### src/rtl/tmep_pkg.sv
// Shared types, byte codes and event codes of the terminal mouse escape parser.
`timescale 1ns / 1ps

package tmep_pkg;

   // Field types of the transfers.
   typedef logic [7:0]        byte_type;
   typedef logic signed [8:0] coord_type;
   typedef logic [2:0]        kind_type;
   typedef logic [1:0]        button_type;
   typedef logic [2:0]        mods_type;
   typedef logic [1:0]        motion_type;

   // Configuration port.
   typedef logic [0:0] csr_index_type;
   typedef logic [7:0] csr_data_type;

   localparam csr_index_type CSR_COORD_OFFSET = 1'd0;
   localparam csr_index_type CSR_NO_BUTTON    = 1'd1;

   localparam byte_type   COORD_OFFSET_RESET = 8'd32;
   localparam button_type NO_BUTTON_RESET    = 2'd3;

   // Bytes of the escape sequences.
   localparam byte_type ESC_CHAR     = 8'h1B;
   localparam byte_type BRACKET_CHAR = 8'h5B;
   localparam byte_type MOUSE_CHAR   = 8'h4D;
   localparam byte_type ZERO_CHAR    = 8'h30;
   localparam byte_type ONE_CHAR     = 8'h31;
   localparam byte_type TWO_CHAR     = 8'h32;
   localparam byte_type TILDE_CHAR   = 8'h7E;

   // Event kinds.
   localparam kind_type EV_KEY        = 3'd0;
   localparam kind_type EV_PRESS      = 3'd1;
   localparam kind_type EV_DRAG_BEGIN = 3'd2;
   localparam kind_type EV_DRAG       = 3'd3;
   localparam kind_type EV_HOVER      = 3'd4;
   localparam kind_type EV_RELEASE    = 3'd5;
   localparam kind_type EV_DRAG_END   = 3'd6;
   localparam kind_type EV_SCROLL     = 3'd7;

   // Motion field codes of a mouse report.
   localparam motion_type MOT_STATIC = 2'd0;
   localparam motion_type MOT_MOVING = 2'd1;
   localparam motion_type MOT_SCROLL = 2'd2;

   // Result queue.
   localparam int FIFO_DEPTH   = 4;
   localparam int FIFO_PTR_W   = $clog2(FIFO_DEPTH);
   localparam int FIFO_LEVEL_W = $clog2(FIFO_DEPTH + 1);

   typedef logic [1:0] push_count_type;

   // One result item.
   typedef struct packed {
      kind_type   event_kind;
      logic       error_flag;
      byte_type   key_code;
      button_type button_now;
      mods_type   modifier_bits;
      motion_type motion_now;
      coord_type  pos_x;
      coord_type  pos_y;
      coord_type  press_x;
      coord_type  press_y;
      button_type press_button;
      logic       last_of_run;
   } rsp_type;

   // A decoded mouse report.
   typedef struct packed {
      button_type button;
      mods_type   mods;
      motion_type motion;
      coord_type  x;
      coord_type  y;
   } mouse_report_type;

   // Events found for one report, and the press event after the update.
   typedef struct packed {
      push_count_type count;
      kind_type       kind0;
      kind_type       kind1;
      button_type     press_button;
      coord_type      press_x;
      coord_type      press_y;
   } track_type;

endpackage

### src/rtl/tmep_channels.sv
// Valid/ready channel interfaces for input bytes and result items.
`timescale 1ns / 1ps

interface tmep_req_if;
   logic               valid;
   logic               ready;
   tmep_pkg::byte_type in_byte;

   modport source (output valid, output in_byte, input ready);
   modport sink (input valid, input in_byte, output ready);
endinterface

interface tmep_rsp_if;
   logic                 valid;
   logic                 ready;
   tmep_pkg::kind_type   event_kind;
   logic                 error_flag;
   tmep_pkg::byte_type   key_code;
   tmep_pkg::button_type button_now;
   tmep_pkg::mods_type   modifier_bits;
   tmep_pkg::motion_type motion_now;
   tmep_pkg::coord_type  pos_x;
   tmep_pkg::coord_type  pos_y;
   tmep_pkg::coord_type  press_x;
   tmep_pkg::coord_type  press_y;
   tmep_pkg::button_type press_button;
   logic                 last_of_run;

   modport source (output valid, output event_kind, output error_flag, output key_code,
                   output button_now, output modifier_bits, output motion_now,
                   output pos_x, output pos_y, output press_x, output press_y,
                   output press_button, output last_of_run, input ready);
   modport sink (input valid, input event_kind, input error_flag, input key_code,
                 input button_now, input modifier_bits, input motion_now,
                 input pos_x, input pos_y, input press_x, input press_y,
                 input press_button, input last_of_run, output ready);
endinterface

### src/rtl/tmep_tracker.sv
// Mouse report tracker: compares a report with the previous one and keeps press and drag state.
`timescale 1ns / 1ps

module tmep_tracker (
   input  logic                       clock,
   input  logic                       reset,
   input  logic                       report_valid,
   input  tmep_pkg::mouse_report_type report,
   input  tmep_pkg::button_type       no_button,
   output tmep_pkg::track_type        track
);
   import tmep_pkg::*;

   button_type prev_button_ff, prev_button_in;
   motion_type prev_motion_ff, prev_motion_in;
   button_type press_button_ff, press_button_in;
   coord_type  press_x_ff, press_x_in;
   coord_type  press_y_ff, press_y_in;
   logic       drag_ff, drag_in;

   logic       prev_held;
   logic       now_held;
   logic       prev_settled;
   logic       is_press;
   logic       is_drag_begin;
   logic       drag_now;
   logic       is_release;
   logic [4:0] cand_valid;
   kind_type   cand_kind [5];

   assign prev_held     = (prev_button_ff != no_button);
   assign now_held      = (report.button != no_button);
   assign prev_settled  = (prev_motion_ff == MOT_STATIC) || (prev_motion_ff == MOT_MOVING);
   assign is_press      = prev_settled && !prev_held && now_held;
   assign is_drag_begin = (prev_motion_ff == MOT_STATIC) && prev_held &&
                          (report.motion == MOT_MOVING) && now_held;
   assign drag_now      = drag_ff || is_drag_begin;
   assign is_release    = prev_settled && prev_held && (report.motion == MOT_STATIC) &&
                          !now_held;

   // Candidate events in the order they are reported; only the first two survive.
   always_comb begin
      cand_valid[0] = is_press;
      cand_kind[0]  = EV_PRESS;
      cand_valid[1] = is_drag_begin;
      cand_kind[1]  = EV_DRAG_BEGIN;
      cand_valid[2] = drag_now || (report.motion == MOT_MOVING);
      cand_kind[2]  = drag_now ? EV_DRAG : EV_HOVER;
      cand_valid[3] = is_release;
      cand_kind[3]  = drag_now ? EV_DRAG_END : EV_RELEASE;
      cand_valid[4] = (report.motion == MOT_SCROLL);
      cand_kind[4]  = EV_SCROLL;
   end

   always_comb begin
      push_count_type n;
      n           = 2'd0;
      track.kind0 = EV_KEY;
      track.kind1 = EV_KEY;
      for (int i = 0; i < 5; i++) begin
         if (cand_valid[i]) begin
            if (n == 2'd0) begin
               track.kind0 = cand_kind[i];
               n           = 2'd1;
            end else if (n == 2'd1) begin
               track.kind1 = cand_kind[i];
               n           = 2'd2;
            end
         end
      end
      track.count        = n;
      track.press_button = press_button_in;
      track.press_x      = press_x_in;
      track.press_y      = press_y_in;
   end

   always_comb begin
      prev_button_in  = prev_button_ff;
      prev_motion_in  = prev_motion_ff;
      press_button_in = press_button_ff;
      press_x_in      = press_x_ff;
      press_y_in      = press_y_ff;
      drag_in         = drag_ff;
      if (report_valid) begin
         prev_button_in = report.button;
         prev_motion_in = report.motion;
         drag_in        = is_release ? 1'b0 : drag_now;
         if (is_press) begin
            press_button_in = report.button;
            press_x_in      = report.x;
            press_y_in      = report.y;
         end
      end
   end

   always_ff @(posedge clock) begin
      if (reset) begin
         prev_button_ff  <= '0;
         prev_motion_ff  <= MOT_STATIC;
         press_button_ff <= '0;
         press_x_ff      <= '0;
         press_y_ff      <= '0;
         drag_ff         <= 1'b0;
      end else begin
         prev_button_ff  <= prev_button_in;
         prev_motion_ff  <= prev_motion_in;
         press_button_ff <= press_button_in;
         press_x_ff      <= press_x_in;
         press_y_ff      <= press_y_in;
         drag_ff         <= drag_in;
      end
   end

endmodule

### src/rtl/tmep_parser.sv
// Escape sequence state machine that turns one byte into up to two result items.
`timescale 1ns / 1ps

module tmep_parser (
   input  logic                     clock,
   input  logic                     reset,
   input  logic                     step_valid,
   input  tmep_pkg::byte_type       step_byte,
   input  tmep_pkg::byte_type       coord_offset,
   input  tmep_pkg::button_type     no_button,
   output tmep_pkg::push_count_type push_count,
   output tmep_pkg::rsp_type        rsp0,
   output tmep_pkg::rsp_type        rsp1
);
   import tmep_pkg::*;

   localparam logic [3:0] ST_IDLE       = 4'd0;
   localparam logic [3:0] ST_ESC        = 4'd1;
   localparam logic [3:0] ST_CSI        = 4'd2;
   localparam logic [3:0] ST_MOUSE_B    = 4'd3;
   localparam logic [3:0] ST_MOUSE_X    = 4'd4;
   localparam logic [3:0] ST_MOUSE_Y    = 4'd5;
   localparam logic [3:0] ST_OPEN_0A    = 4'd6;
   localparam logic [3:0] ST_OPEN_0B    = 4'd7;
   localparam logic [3:0] ST_OPEN_END   = 4'd8;
   localparam logic [3:0] ST_PASTE      = 4'd9;
   localparam logic [3:0] ST_CLOSE_CSI  = 4'd10;
   localparam logic [3:0] ST_CLOSE_2    = 4'd11;
   localparam logic [3:0] ST_CLOSE_0    = 4'd12;
   localparam logic [3:0] ST_CLOSE_1    = 4'd13;
   localparam logic [3:0] ST_CLOSE_END  = 4'd14;

   logic [3:0] state_ff, state_in;
   byte_type   report_b_ff, report_b_in;
   byte_type   report_x_ff, report_x_in;

   logic             bad;
   logic             in_report;
   mouse_report_type report;
   track_type        track;
   push_count_type   count;
   rsp_type          res0;
   rsp_type          res1;

   function automatic rsp_type mouse_rsp(kind_type kind, mouse_report_type rep,
                                         track_type trk);
      rsp_type r;
      r               = '0;
      r.event_kind    = kind;
      r.button_now    = rep.button;
      r.modifier_bits = rep.mods;
      r.motion_now    = rep.motion;
      r.pos_x         = rep.x;
      r.pos_y         = rep.y;
      r.press_x       = trk.press_x;
      r.press_y       = trk.press_y;
      r.press_button  = trk.press_button;
      return r;
   endfunction

   assign report.button = report_b_ff[1:0];
   assign report.mods   = report_b_ff[4:2];
   assign report.motion = report_b_ff[6:5];
   assign report.x      = coord_type'({1'b0, report_x_ff} - {1'b0, coord_offset});
   assign report.y      = coord_type'({1'b0, step_byte} - {1'b0, coord_offset});

   tmep_tracker u_tracker (
      .clock        (clock),
      .reset        (reset),
      .report_valid (step_valid && in_report),
      .report       (report),
      .no_button    (no_button),
      .track        (track)
   );

   assign in_report = (state_ff == ST_MOUSE_Y);

   always_comb begin
      state_in    = state_ff;
      report_b_in = report_b_ff;
      report_x_in = report_x_ff;
      bad         = 1'b0;
      count       = 2'd0;
      res0        = '0;
      res1        = '0;
      unique case (state_ff)
         ST_IDLE: begin
            if (step_byte == ESC_CHAR) begin
               state_in = ST_ESC;
            end else begin
               res0.event_kind = EV_KEY;
               res0.key_code   = step_byte;
               count           = 2'd1;
            end
         end
         ST_ESC: begin
            if (step_byte == ESC_CHAR) state_in = ST_IDLE;
            else if (step_byte == BRACKET_CHAR) state_in = ST_CSI;
            else bad = 1'b1;
         end
         ST_CSI: begin
            if (step_byte == MOUSE_CHAR) state_in = ST_MOUSE_B;
            else if (step_byte == TWO_CHAR) state_in = ST_OPEN_0A;
            else bad = 1'b1;
         end
         ST_MOUSE_B: begin
            report_b_in = step_byte;
            state_in    = ST_MOUSE_X;
         end
         ST_MOUSE_X: begin
            report_x_in = step_byte;
            state_in    = ST_MOUSE_Y;
         end
         ST_MOUSE_Y: begin
            state_in = ST_IDLE;
            count    = track.count;
            res0     = mouse_rsp(track.kind0, report, track);
            res1     = mouse_rsp(track.kind1, report, track);
         end
         ST_OPEN_0A: begin
            if (step_byte == ZERO_CHAR) state_in = ST_OPEN_0B; else bad = 1'b1;
         end
         ST_OPEN_0B: begin
            if (step_byte == ZERO_CHAR) state_in = ST_OPEN_END; else bad = 1'b1;
         end
         ST_OPEN_END: begin
            if (step_byte == TILDE_CHAR) state_in = ST_PASTE; else bad = 1'b1;
         end
         ST_PASTE: begin
            // Pasted bytes are dropped until the closing escape arrives.
            if (step_byte == ESC_CHAR) state_in = ST_CLOSE_CSI;
         end
         ST_CLOSE_CSI: begin
            if (step_byte == BRACKET_CHAR) state_in = ST_CLOSE_2; else bad = 1'b1;
         end
         ST_CLOSE_2: begin
            if (step_byte == TWO_CHAR) state_in = ST_CLOSE_0; else bad = 1'b1;
         end
         ST_CLOSE_0: begin
            if (step_byte == ZERO_CHAR) state_in = ST_CLOSE_1; else bad = 1'b1;
         end
         ST_CLOSE_1: begin
            if (step_byte == ONE_CHAR) state_in = ST_CLOSE_END; else bad = 1'b1;
         end
         ST_CLOSE_END: begin
            if (step_byte == TILDE_CHAR) state_in = ST_IDLE; else bad = 1'b1;
         end
         default: begin
            bad = 1'b1;
         end
      endcase

      // A bad byte reports an error and leaves the parser where it was.
      if (bad) begin
         state_in        = state_ff;
         res0            = '0;
         res0.error_flag = 1'b1;
         count           = 2'd1;
      end
      if (count == 2'd1) res0.last_of_run = 1'b1;
      if (count == 2'd2) res1.last_of_run = 1'b1;
   end

   assign push_count = step_valid ? count : 2'd0;
   assign rsp0       = res0;
   assign rsp1       = res1;

   always_ff @(posedge clock) begin
      if (reset) begin
         state_ff    <= ST_IDLE;
         report_b_ff <= '0;
         report_x_ff <= '0;
      end else if (step_valid) begin
         state_ff    <= state_in;
         report_b_ff <= report_b_in;
         report_x_ff <= report_x_in;
      end
   end

endmodule

### src/rtl/tmep_rsp_fifo.sv
// Small result queue that takes up to two items per cycle and gives one.
`timescale 1ns / 1ps

module tmep_rsp_fifo (
   input  logic                                 clock,
   input  logic                                 reset,
   input  tmep_pkg::push_count_type             push_count,
   input  tmep_pkg::rsp_type                    push_data0,
   input  tmep_pkg::rsp_type                    push_data1,
   input  logic                                 pop,
   output logic                                 head_valid,
   output tmep_pkg::rsp_type                    head_data,
   output logic [tmep_pkg::FIFO_LEVEL_W-1:0]    level
);
   import tmep_pkg::*;

   rsp_type                 mem_ff [FIFO_DEPTH];
   logic [FIFO_PTR_W-1:0]   wr_ptr_ff, wr_ptr_in;
   logic [FIFO_PTR_W-1:0]   rd_ptr_ff, rd_ptr_in;
   logic [FIFO_LEVEL_W-1:0] level_ff, level_in;
   logic [FIFO_PTR_W-1:0]   wr_ptr_next;

   assign wr_ptr_next = wr_ptr_ff + FIFO_PTR_W'(1);
   assign wr_ptr_in   = wr_ptr_ff + FIFO_PTR_W'(push_count);
   assign rd_ptr_in   = rd_ptr_ff + FIFO_PTR_W'(pop);
   assign level_in    = level_ff + FIFO_LEVEL_W'(push_count) - FIFO_LEVEL_W'(pop);

   always_ff @(posedge clock) begin
      if (push_count != 2'd0) mem_ff[wr_ptr_ff] <= push_data0;
      if (push_count == 2'd2) mem_ff[wr_ptr_next] <= push_data1;
   end

   always_ff @(posedge clock) begin
      if (reset) begin
         wr_ptr_ff <= '0;
         rd_ptr_ff <= '0;
         level_ff  <= '0;
      end else begin
         wr_ptr_ff <= wr_ptr_in;
         rd_ptr_ff <= rd_ptr_in;
         level_ff  <= level_in;
      end
   end

   assign head_valid = (level_ff != '0);
   assign head_data  = mem_ff[rd_ptr_ff];
   assign level      = level_ff;

endmodule

### src/rtl/terminal_mouse_escape_parser.sv
// Top level of the terminal mouse escape parser: input register, parser and result queue.
`timescale 1ns / 1ps

// Channel  Direction  Carries                         Transfer when
// req_bus  in         in_byte, one terminal byte      valid && ready
// rsp_bus  out        one event, key or error result  valid && ready
// csr_*    in         register write (index, data)    csr_we
//
// A byte lands in an input register; the parser takes it when the queue has room for
// two and writes zero, one or two results into a four-entry queue, from whose head the
// results are offered on rsp_bus in order. The result port moves one result per cycle
// while rsp_bus ready is high, and a new byte can enter as the held one moves on. Reset
// is synchronous and clears the parser, tracker and queue and resets the configuration
// registers. While the queue holds more than two results a held byte stays in the input
// register and req_bus ready stays low; a stalled rsp_bus gets there quickly.

module terminal_mouse_escape_parser (
   input  logic                    clock,
   input  logic                    reset,
   tmep_req_if.sink                req_bus,
   tmep_rsp_if.source              rsp_bus,
   input  logic                    csr_we,
   input  tmep_pkg::csr_index_type csr_index,
   input  tmep_pkg::csr_data_type  csr_wdata
);
   import tmep_pkg::*;

   // Configuration registers.
   byte_type   coord_offset_ff;
   button_type no_button_ff;

   // Input register.
   logic     req_valid_ff, req_valid_in;
   byte_type req_byte_ff, req_byte_in;

   logic                    advance;
   logic                    queue_room;
   push_count_type          push_count;
   rsp_type                 rsp0;
   rsp_type                 rsp1;
   rsp_type                 head;
   logic                    head_valid;
   logic [FIFO_LEVEL_W-1:0] level;

   always_ff @(posedge clock) begin
      if (reset) begin
         coord_offset_ff <= COORD_OFFSET_RESET;
         no_button_ff    <= NO_BUTTON_RESET;
      end else if (csr_we) begin
         unique case (csr_index)
            CSR_COORD_OFFSET: coord_offset_ff <= csr_wdata;
            CSR_NO_BUTTON:    no_button_ff    <= csr_wdata[1:0];
            default: ;
         endcase
      end
   end

   // The held byte moves on only when the queue can take the two results it
   // may produce.
   assign queue_room    = (level <= FIFO_LEVEL_W'(FIFO_DEPTH - 2));
   assign advance       = req_valid_ff && queue_room;
   assign req_bus.ready = !req_valid_ff || advance;

   always_comb begin
      req_valid_in = req_valid_ff;
      req_byte_in  = req_byte_ff;
      if (req_bus.ready) begin
         req_valid_in = req_bus.valid;
         req_byte_in  = req_bus.in_byte;
      end
   end

   always_ff @(posedge clock) begin
      if (reset) req_valid_ff <= 1'b0;
      else       req_valid_ff <= req_valid_in;
   end

   always_ff @(posedge clock) begin
      req_byte_ff <= req_byte_in;
   end

   tmep_parser u_parser (
      .clock        (clock),
      .reset        (reset),
      .step_valid   (advance),
      .step_byte    (req_byte_ff),
      .coord_offset (coord_offset_ff),
      .no_button    (no_button_ff),
      .push_count   (push_count),
      .rsp0         (rsp0),
      .rsp1         (rsp1)
   );

   tmep_rsp_fifo u_fifo (
      .clock      (clock),
      .reset      (reset),
      .push_count (push_count),
      .push_data0 (rsp0),
      .push_data1 (rsp1),
      .pop        (rsp_bus.valid && rsp_bus.ready),
      .head_valid (head_valid),
      .head_data  (head),
      .level      (level)
   );

   assign rsp_bus.valid         = head_valid;
   assign rsp_bus.event_kind    = head.event_kind;
   assign rsp_bus.error_flag    = head.error_flag;
   assign rsp_bus.key_code      = head.key_code;
   assign rsp_bus.button_now    = head.button_now;
   assign rsp_bus.modifier_bits = head.modifier_bits;
   assign rsp_bus.motion_now    = head.motion_now;
   assign rsp_bus.pos_x         = head.pos_x;
   assign rsp_bus.pos_y         = head.pos_y;
   assign rsp_bus.press_x       = head.press_x;
   assign rsp_bus.press_y       = head.press_y;
   assign rsp_bus.press_button  = head.press_button;
   assign rsp_bus.last_of_run   = head.last_of_run;

   // The queue never holds more results than it has entries.
   a_queue_bound: assert property (@(posedge clock) disable iff (reset)
      level <= FIFO_LEVEL_W'(FIFO_DEPTH))
      else $error("result queue level beyond its depth");

   // A byte that cannot move on stays in the input register unchanged.
   a_hold_byte: assert property (@(posedge clock) disable iff (reset)
      (req_valid_ff && !advance) |=> (req_valid_ff && $stable(req_byte_ff)))
      else $error("held input byte lost or changed");

   // At most two results per byte, and none without a byte.
   a_push_count: assert property (@(posedge clock) disable iff (reset)
      (push_count != 2'd3) && (advance || (push_count == 2'd0)))
      else $error("bad result push count");

endmodule

### src/flat_wrapper.sv
// flat-port wrapper written by rule: the top's interface ports become plain ports
module terminal_mouse_escape_parser_flat import tmep_pkg::*;
  (clock, reset, csr_we, csr_index, csr_wdata, req_bus_valid, req_bus_in_byte, req_bus_ready, rsp_bus_valid, rsp_bus_event_kind, rsp_bus_error_flag, rsp_bus_key_code, rsp_bus_button_now, rsp_bus_modifier_bits, rsp_bus_motion_now, rsp_bus_pos_x, rsp_bus_pos_y, rsp_bus_press_x, rsp_bus_press_y, rsp_bus_press_button, rsp_bus_last_of_run, rsp_bus_ready);
  tmep_req_if req_bus_i ();
  tmep_rsp_if rsp_bus_i ();
  input  logic clock;
  input  logic reset;
  input  logic csr_we;
  input  tmep_pkg::csr_index_type csr_index;
  input  tmep_pkg::csr_data_type csr_wdata;
  input wire logic [$bits(req_bus_i.valid)-1:0] req_bus_valid;
  input wire logic [$bits(req_bus_i.in_byte)-1:0] req_bus_in_byte;
  output wire logic [$bits(req_bus_i.ready)-1:0] req_bus_ready;
  output wire logic [$bits(rsp_bus_i.valid)-1:0] rsp_bus_valid;
  output wire logic [$bits(rsp_bus_i.event_kind)-1:0] rsp_bus_event_kind;
  output wire logic [$bits(rsp_bus_i.error_flag)-1:0] rsp_bus_error_flag;
  output wire logic [$bits(rsp_bus_i.key_code)-1:0] rsp_bus_key_code;
  output wire logic [$bits(rsp_bus_i.button_now)-1:0] rsp_bus_button_now;
  output wire logic [$bits(rsp_bus_i.modifier_bits)-1:0] rsp_bus_modifier_bits;
  output wire logic [$bits(rsp_bus_i.motion_now)-1:0] rsp_bus_motion_now;
  output wire logic [$bits(rsp_bus_i.pos_x)-1:0] rsp_bus_pos_x;
  output wire logic [$bits(rsp_bus_i.pos_y)-1:0] rsp_bus_pos_y;
  output wire logic [$bits(rsp_bus_i.press_x)-1:0] rsp_bus_press_x;
  output wire logic [$bits(rsp_bus_i.press_y)-1:0] rsp_bus_press_y;
  output wire logic [$bits(rsp_bus_i.press_button)-1:0] rsp_bus_press_button;
  output wire logic [$bits(rsp_bus_i.last_of_run)-1:0] rsp_bus_last_of_run;
  input wire logic [$bits(rsp_bus_i.ready)-1:0] rsp_bus_ready;
  assign req_bus_i.valid = req_bus_valid;
  assign req_bus_i.in_byte = req_bus_in_byte;
  assign req_bus_ready = req_bus_i.ready;
  assign rsp_bus_valid = rsp_bus_i.valid;
  assign rsp_bus_event_kind = rsp_bus_i.event_kind;
  assign rsp_bus_error_flag = rsp_bus_i.error_flag;
  assign rsp_bus_key_code = rsp_bus_i.key_code;
  assign rsp_bus_button_now = rsp_bus_i.button_now;
  assign rsp_bus_modifier_bits = rsp_bus_i.modifier_bits;
  assign rsp_bus_motion_now = rsp_bus_i.motion_now;
  assign rsp_bus_pos_x = rsp_bus_i.pos_x;
  assign rsp_bus_pos_y = rsp_bus_i.pos_y;
  assign rsp_bus_press_x = rsp_bus_i.press_x;
  assign rsp_bus_press_y = rsp_bus_i.press_y;
  assign rsp_bus_press_button = rsp_bus_i.press_button;
  assign rsp_bus_last_of_run = rsp_bus_i.last_of_run;
  assign rsp_bus_i.ready = rsp_bus_ready;
  terminal_mouse_escape_parser u_core (.clock(clock), .reset(reset), .req_bus(req_bus_i), .rsp_bus(rsp_bus_i), .csr_we(csr_we), .csr_index(csr_index), .csr_wdata(csr_wdata));
endmodule
### config.mk
export PLATFORM = sky130hd
export DESIGN_NAME = terminal_mouse_escape_parser_flat
export DESIGN_NICKNAME = d
export VERILOG_FILES = /design/src/rtl/tmep_pkg.sv /design/src/rtl/tmep_channels.sv /design/src/rtl/tmep_tracker.sv /design/src/rtl/tmep_parser.sv /design/src/rtl/tmep_rsp_fifo.sv /design/src/rtl/terminal_mouse_escape_parser.sv /design/src/flat_wrapper.sv
export SDC_FILE = /design/constraint.sdc
export NUM_CORES = 1
export LEC_CHECK = 0
export BUFFER_PORTS_ARGS = -buffer_cell sky130_fd_sc_hd__buf_2
export CAP_MARGIN = 20
export CORE_MARGIN = 2
export CORE_UTILIZATION = 50
export CTS_CLUSTER_SIZE = 12
export DETAILED_ROUTE_END_ITERATION = 8
export GPL_TIMING_DRIVEN = 0
export PLACE_DENSITY = 0.67
export SYNTH_ARGS = -nofsm -noshare
export SYNTH_HDL_FRONTEND = slang
export SYNTH_SLANG_ARGS = --single-unit
export TNS_END_PERCENT = 1
### constraint.sdc
create_clock -name clock -period 10 [get_ports clock]
set_input_delay 1 -clock clock [delete_from_list [all_inputs] [get_ports clock]]
set_output_delay 1 -clock clock [all_outputs]
set_load 0.1 [all_outputs]
==> results of run 1 <==
==> sequential cells by signal, indices dropped and copies added (netlist names), 2 cells and up <==
name	flops
u_core.no_button_ff	2
u_core.u_parser.u_tracker.press_button_ff	2
u_core.u_parser.u_tracker.prev_button_ff	2
u_core.u_fifo.wr_ptr_ff	2
u_core.u_parser.u_tracker.prev_motion_ff	2
u_core.u_fifo.level	3
u_core.u_parser.state_ff	4
u_core.u_parser.report_b_ff	7
u_core.req_byte_ff	8
u_core.u_parser.report_x_ff	8
u_core.u_fifo.rd_ptr_ff	2
u_core.u_parser.u_tracker.press_x_ff	9
u_core.u_parser.u_tracker.press_y_ff	9
u_core.coord_offset_ff	8
u_core.u_fifo.mem_ff	232
==> stage by stage <==
| step | hold slack (ns) | cells |
|---|---|---|
| after floorplan | 0.4363 | 1195 |
| after global placement | 0.4472 | 1659 |
| after detailed placement | 0.4491 | 1663 |
| after CTS | 0.4568 | 1722 |
| after global routing | 0.4680 | 1722 |
| final | 0.4541 | 1722 |
==> report_power, final <==
group	leakage, nW	total (mW)	switching (mW)	internal [mW]
Clock	0.500	1.17	0.479	0.693
Sequential	2.90	1.48	0.0525	1.43
Combinational	2.36	1.47	1.12	0.347
==> synth_stat cells (all sizes together) (3+ instances only) <==
library cell / instances
buf: 39
or3: 16
o22ai: 8
nand2: 78
a31oi: 5
o21a: 4
a211oi: 13
clkbuf: 55
mux2i: 23
o2111ai: 3
and3: 10
inv: 30
edfxtp: 204
nor3b: 4
and2: 11
fa: 3
mux2: 3
o21bai: 6
o21ai: 40
o31a: 3
nor2: 65
a22o: 5
nor4: 5
nand2b: 12
a211o: 4
a31o: 18
nor2b: 23
a21oi: 204
a21o: 4
dfxtp: 98
o221ai: 13
nand4: 5
o211ai: 3
nand3: 14
nor3: 17
or2: 10
xnor2: 9
mux4: 58
ha: 29
o211a: 6
xor2: 6
o31ai: 5
==> metal layers <==
metal	part of all wire	vias to the layer above
li1	-	4784
met1	0.44	5228
met2	0.47	395
met3	0.078	53
met4	0.020	0
met5	0	-
==> final cells by class <==
type | count | area (µm²) | share of cell area
tap | 384 | 480.5 | 0.02915
buffer | 94 | 424.2 | 0.02573
clock buffer | 53 | 973.4 | 0.05905
sequential | 302 | 8088 | 0.4906
multi-input combinational | 768 | 5866 | 0.3558
inverter | 31 | 116.4 | 0.007059
timing repair buffer | 84 | 480.5 | 0.02915
clock inverter | 6 | 56.30 | 0.003416
==> worst min-delay path, stage by stage, from the launching register on <==
cell and delay, ns:
dfxtp_1 0.30, nand2_1 0.05, a21oi_1 0.05
==> worst min-delay path by stage <==
stage	to	cells past startpoint
after floorplan	u_core.coord_offset_ff[1]	2
after global placement	u_core.coord_offset_ff[2]	2
after detailed placement	u_core.coord_offset_ff[1]	2
after CTS	u_core.coord_offset_ff[1]	2
after global routing	u_core.coord_offset_ff[1]	2
final	u_core.coord_offset_ff[1]	2
==> cells by family (layout without fill, tap and decap cells) <==
kind of cell	after synthesis	after routing
buf+inv	125	268
simple gates	279	279
mux	84	84
xor+xnor	15	15
flops	302	302
fa+ha+maj	32	32
compound gates	358	358
==> out/metrics.csv, run 1 <==
stage,metric,value,unit
outcome,run status,"finished, final reports clean",
clock_network,Num CTS Buffers,34,
floorplanning,Initial Util,0.5060,
timing,final hold viol count,0,
logic_synthesis,Simple-Gate Fraction of Synth Area,0.09606,
floorplanning,I/O pin count,82,
timing,Worst Slack Setup Final,3.763,ns
worst_setup_path,CP dominant cell by count,ha_1,
placement,Post-DP Area,15450,µm²
worst_setup_path,"Slowest-stage cell, CP",a2111oi_2,
worst_setup_path,Reg2Reg Depth,19,
global_routing,met2 usage,0.4049,
floorplanning,Site Rows,62,
final_layout,fillers,2384,
routing,post-DR vias/cell,6.074,
routing,vias,10460,
placement,number of port buffers,80,
clock_network,"CTS clk-pin slew, worst paths",0.06,ns
logic_synthesis,synthesized area,14480,µm²
placement,pre-CTS setup slack,3.854,ns
worst_setup_path,Critical path buffers and inverters,4,
worst_setup_path,max incr delay on CP,0.65,ns
logic_synthesis,top post-synthesis cells by area,"edfxtp_1 42%, dfxtp_1 14%, mux4_2 9.0%, a21oi_1 5.7%, ha_1 2.5%",
logic_synthesis,mux contribution to synthesized area,0.1084,
power,Power Total,4.124,mW
worst_setup_path,"CP delay by family, top",simple AND/OR/NAND/NOR gates,
logic_synthesis,Post-Syn Instances,1195,
clock_network,latest clock arrival within the worst-skew pair,0.51,ns
clock_network,Resized cells post-CTS,0,
timing,Tcrit/Tclk final,0.6237,
global_routing,GR peak layer,met2,
logic_synthesis,"area leader, netlist",edfxtp_1,
logic_synthesis,number of flops mapped to enable cells by yosys,204,
routing,routed len/inst,22.53,µm
final_layout,proportion of layout cells with a drive suffix above 1,0.2235,
clock_network,CTS tree,built,
clock_network,root buffer cell,clkbuf_16,
timing,Max Transition Viols Final,0,
floorplanning,core area,28630,µm²
hold_path,Worst Hold Launch,u_core.coord_offset_ff[1],
worst_setup_path,Worst setup SP type,register,
global_routing,total gr overflow,0,
clock_network,CTS max path bufs,3,
worst_setup_path,Crit. path cell count,19,
flow_run,max_cap viols,0,
worst_setup_path,CP max FO,26,
routing,TritonRoute pass-1 iters,5,
logic_synthesis,mean cell area of the mapped netlist,12.12,µm²
final_layout,fin area,16480,µm²
clock_network,Hold Buf Count CTS,0,
clock_network,Post-CTS Setup Bufs,0,
logic_synthesis,prevailing post-synth register cell,edfxtp_1,
logic_synthesis,synth unique cells,73,
worst_setup_path,reg2reg start,u_core.no_button_ff[1],
hold_path,type of the most critical hold path,reg -> reg,
worst_setup_path,CP endpoint kind,register,
logic_synthesis,Synth Area in Compound Gates,0.1615,
power,Max VDD drop,0.1928,mV
floorplanning,Die Span Y,174.2,µm
floorplanning,die width,174.2,µm
global_routing,largest net degree at the start of global routing,34,
logic_synthesis,synthesized flop and latch total,302,
timing,setup TNS,0,ns
timing,pin slew with the least headroom to its limit,0.9350,ns
timing,Worst Skew,0.02037,ns
logic_synthesis,largest family of logic cells by synthesized area,compound AO/OA/AOI/OAI gates,
final_layout,most frequent cells in the layout,"204 x edfxtp_1, 164 x a21oi_1, 107 x buf_2",
logic_synthesis,top-area cell type share of the netlist area,0.4229,
global_routing,first-pass GRT wire length,60310,µm
placement,DP HPWL,27170,µm
logic_synthesis,Async SR Flop Fraction,0,
final_layout,"commonest non-fill, non-tap cell in the layout",edfxtp_1,
timing,final setup vio count,0,
logic_synthesis,synthesized net count,1249,
final_layout,# diodes,0,
worst_setup_path,Worst R2R Setup Slack,3.76,ns
worst_setup_path,classification of the worst setup path,reg -> reg,
routing,Post-Route WL,38790,µm
global_routing,GR met1 Demand/Resource,0.3703,
final_layout,fin util,0.5759,
worst_setup_path,CP cell instances,xor2_1 -> o21ai_2 -> a2111oi_2 -> inv_1 -> ha_1 -> o21ai_0 -> o21ai_0 -> ha_1 -> or3_4 -> and2_1 -> ha_1 -> and2_1 -> a31oi_2 -> nand3_1 -> or2_1 -> buf_2 -> buf_2 -> nand2_2 -> buf_12,
logic_synthesis,Synth Area in Adders,0.02920,
global_routing,met3 Usage GRT,0.04768,
timing,fmax,160.3,MHz
logic_synthesis,sequential fraction of the synthesis area,0.5584,
clock_network,H-Tree Depth,2,
logic_synthesis,XOR/XNOR share of the synthesized area,0.009070,
routing,DRT antenna net count,0,
final_layout,NumNets Final,1369,
worst_setup_path,worst setup path endpoint,u_core.u_fifo.mem_ff[1][34],
timing,RSZ-0062 raised after global routing,no,
worst_setup_path,r2r endpoint,u_core.u_fifo.mem_ff[1][34],
worst_setup_path,CP Data Required Time,10.21,ns
timing,Final min period,6.237,ns
worst_setup_path,Worst Path Arrival,6.45,ns
timing,slew margin rel.,0.3767,
final_layout,P&R area growth vs syn,13.81,%
floorplanning,die area,30350,µm²
worst_setup_path,crit path launch,u_core.no_button_ff[1],
global_routing,vias in the first global route,10367,
global_routing,gr usage total,0.2578,
clock_network,clk sinks,302,
routing,DRC violations left,0,
power,pwr dens,250.2,nW/µm²
logic_synthesis,yosys warns,0,
placement,GP Congestion,0.9099,
routing,1st-iter DRT viols,1182,
global_routing,initial antenna violation count,0,
power,Leak,5.763,nW
Power figures use the tool's default switching activity.
==> inputs of run 2 (changes only) <==
--- a/config.mk
+++ b/config.mk
@@ -12,7 +12,7 @@
 export CTS_CLUSTER_SIZE = 12
 export DETAILED_ROUTE_END_ITERATION = 8
 export GPL_TIMING_DRIVEN = 0
-export PLACE_DENSITY = 0.67
+export PLACE_DENSITY = 0.7
 export SYNTH_ARGS = -nofsm -noshare
 export SYNTH_HDL_FRONTEND = slang
 export SYNTH_SLANG_ARGS = --single-unit
==> constraint.sdc (replaced) <==
create_clock -name clock -period 5.7 [get_ports clock]
set_input_delay 0.57 -clock clock [delete_from_list [all_inputs] [get_ports clock]]
set_output_delay 0.57 -clock clock [all_outputs]
set_load 0.1 [all_outputs]
==> run 2 against run 1 <==
  * Register-to-register slack lost 3.5 ns
  * Via count grew 2.1%
  * Critical path depth shrank 1
  * Critical endpoint is now u_core.u_fifo.mem_ff[3][12]
  * Highest routed layer unchanged
==> out/metrics.csv, run 2 (synthesis results as in run 1) <==
stage,metric,value,unit
outcome,run status,"finished, final reports clean",
global_routing,gr usage total,0.2527,
final_layout,proportion of layout cells with a drive suffix above 1,0.2383,
power,Leak,5.859,nW
worst_setup_path,Worst setup SP type,register,
timing,fmax,182.4,MHz
power,Max VDD drop,0.3322,mV
clock_network,latest clock arrival within the worst-skew pair,0.51,ns
flow_run,max_cap viols,0,
timing,final hold viol count,0,
global_routing,vias in the first global route,10356,
final_layout,most frequent cells in the layout,"204 x edfxtp_1, 164 x a21oi_1, 107 x buf_2",
clock_network,"CTS clk-pin slew, worst paths",0.06,ns
placement,Post-DP Area,15450,µm²
clock_network,CTS tree,built,
timing,Max Transition Viols Final,0,
placement,pre-CTS setup slack,-0.4452,ns
final_layout,max reg flops,232,
floorplanning,die area,30350,µm²
final_layout,NumNets Final,1376,
floorplanning,Die Span Y,174.2,µm
worst_setup_path,max incr delay on CP,0.46,ns
routing,met3 WL,3400,µm
routing,TritonRoute pass-1 iters,5,
worst_setup_path,"Slowest-stage cell, CP",dfxtp_1,
worst_setup_path,CP Data Required Time,5.89,ns
final_layout,fillers,2348,
power,Power Total,7.341,mW
routing,vias,10681,
timing,final setup vio count,0,
global_routing,initial antenna violation count,0,
timing,slew margin rel.,0.3434,
timing,Final min period,5.481,ns
routing,1st-iter DRT viols,1139,
final_layout,"commonest non-fill, non-tap cell in the layout",edfxtp_1,
routing,DRC violations left,0,
worst_setup_path,CP endpoint kind,register,
timing,Tcrit/Tclk final,0.9616,
global_routing,largest net degree at the start of global routing,31,
clock_network,CTS max path bufs,3,
global_routing,total gr overflow,0,
routing,DRT antenna net count,0,
placement,GP Congestion,0.9245,
worst_setup_path,CP dominant cell by count,ha_1,
timing,Worst Skew,0.01412,ns
floorplanning,I/O pin count,82,
final_layout,storage element area,8088,µm²
worst_setup_path,Critical path buffers and inverters,3,
routing,Max Used Layer,met4,
clock_network,Hold Buf Count CTS,0,
final_layout,area occupied by multi-input gates,6031,µm²
routing,routed len/inst,22.66,µm
floorplanning,die width,174.2,µm
floorplanning,Initial Util,0.5060,
global_routing,first-pass GRT wire length,59110,µm
final_layout,Largest Register,u_core.u_fifo.mem_ff,
floorplanning,Site Rows,62,
routing,post-DR vias/cell,6.170,
timing,RSZ-0062 raised after global routing,no,
worst_setup_path,classification of the worst setup path,reg -> reg,
worst_setup_path,Worst Path Arrival,5.67,ns
power,pwr dens,438.6,nW/µm²
final_layout,top flop regs,"u_core.u_fifo.mem_ff (232), u_core.u_parser.u_tracker.press_x_ff (9), u_core.u_parser.u_tracker.press_y_ff (9)",
final_layout,fin area,16740,µm²
timing,setup TNS,0,ns
worst_setup_path,CP cell instances,xor2_2 -> o21ai_2 -> a2111oi_4 -> inv_1 -> ha_1 -> o21ai_0 -> o21ai_1 -> ha_1 -> or3_4 -> and2_1 -> ha_1 -> and2_1 -> a311o_1 -> o2111ai_2 -> nand2_1 -> clkbuf_1 -> nand2_8 -> buf_12,
worst_setup_path,CP max FO,30,
worst_setup_path,"CP delay by family, top",compound AO/OA/AOI/OAI gates,
timing,pin slew with the least headroom to its limit,0.9848,ns
timing,Worst Slack Setup Final,0.2189,ns
placement,DP HPWL,26650,µm
clock_network,clk sinks,302,
timing,Hold WS,0.2353,ns
clock_network,H-Tree Depth,2,
placement,number of port buffers,80,
clock_network,Num CTS Buffers,34,
routing,met2 routed WL,18010,µm
clock_network,root buffer cell,clkbuf_16,
final_layout,P&R area growth vs syn,15.55,%
final_layout,# diodes,0,
hold_path,type of the most critical hold path,in -> reg,
floorplanning,core area,28630,µm²
routing,Met1 Routed Length,16590,µm
routing,Post-Route WL,39220,µm
-- run 2: final cells by class --
class,instances,share of cell area
Tap cell,384,0.02871
Multi-Input combinational cell,771,0.3603
Sequential cell,302,0.4833
Timing Repair Buffer,89,0.03095
Clock inverter,8,0.005757
Buffer,93,0.02527
Inverter,31,0.006953
Clock buffer,53,0.05876
-- run 2: worst register-to-register path, cell delays in order, from the launching register on --
cell and delay (ns):
dfxtp_1 0.46, xor2_2 0.30, o21ai_2 0.16, a2111oi_4 0.44, inv_1 0.12, ha_1 0.29, o21ai_0 0.18, o21ai_1 0.19
ha_1 0.25, or3_4 0.41, and2_1 0.17, ha_1 0.24, and2_1 0.20, a311o_1 0.39, o2111ai_2 0.20, nand2_1 0.17
clkbuf_1 0.38, nand2_8 0.32, buf_12 0.26
-- run 2: through the flow --
step | std cells | utilization
2_1_floorplan | 1195 | -
3_3_place_gp | 1659 | 0.5368
3_5_place_dp | 1663 | 0.5399
4_1_cts | 1724 | 0.5794
5_1_grt | 1731 | 0.5847
6_report | 1731 | 0.5847
-- run 2: final timing paths --
| check | start | endpoint | slack, ns | cells past startpoint |
|---|---|---|---|---|
| max | u_core.no_button_ff[1] | u_core.u_fifo.mem_ff[3][12] | 0.22 | 18 |
| min | req_bus_in_byte[0] | u_core.req_byte_ff[0] | 0.24 | 1 |
| max reg2reg | u_core.no_button_ff[1] | u_core.u_fifo.mem_ff[3][12] | 0.22 | 18 |
| min reg2reg | u_core.coord_offset_ff[2] | u_core.coord_offset_ff[2] | 0.46 | 2 |
-- run 2: timing repair --
action,in CTS,in global routing
setup endpoints to repair,197,292
buffers inserted,0,5
resized for setup,7,18
pin swaps,0,4
endpoints found under the hold margin,0,0
gates cloned,0,3
-- run 2: metal layers --
| layer | vias up | GRT usage |
|---|---|---|
| met5 | - | 0 |
| met4 | 0 | 0.08824 |
| met3 | 90 | 0.04484 |
| met2 | 525 | 0.3909 |
| met1 | 5267 | 0.3613 |
| li1 | 4799 | - |
-- run 2: report_power, final --
group	leakage (nW)	switching (mW)	internal, mW
logic	2.43	1.98	0.616
clock network	0.523	0.865	1.28
registers	2.90	0.0906	2.51
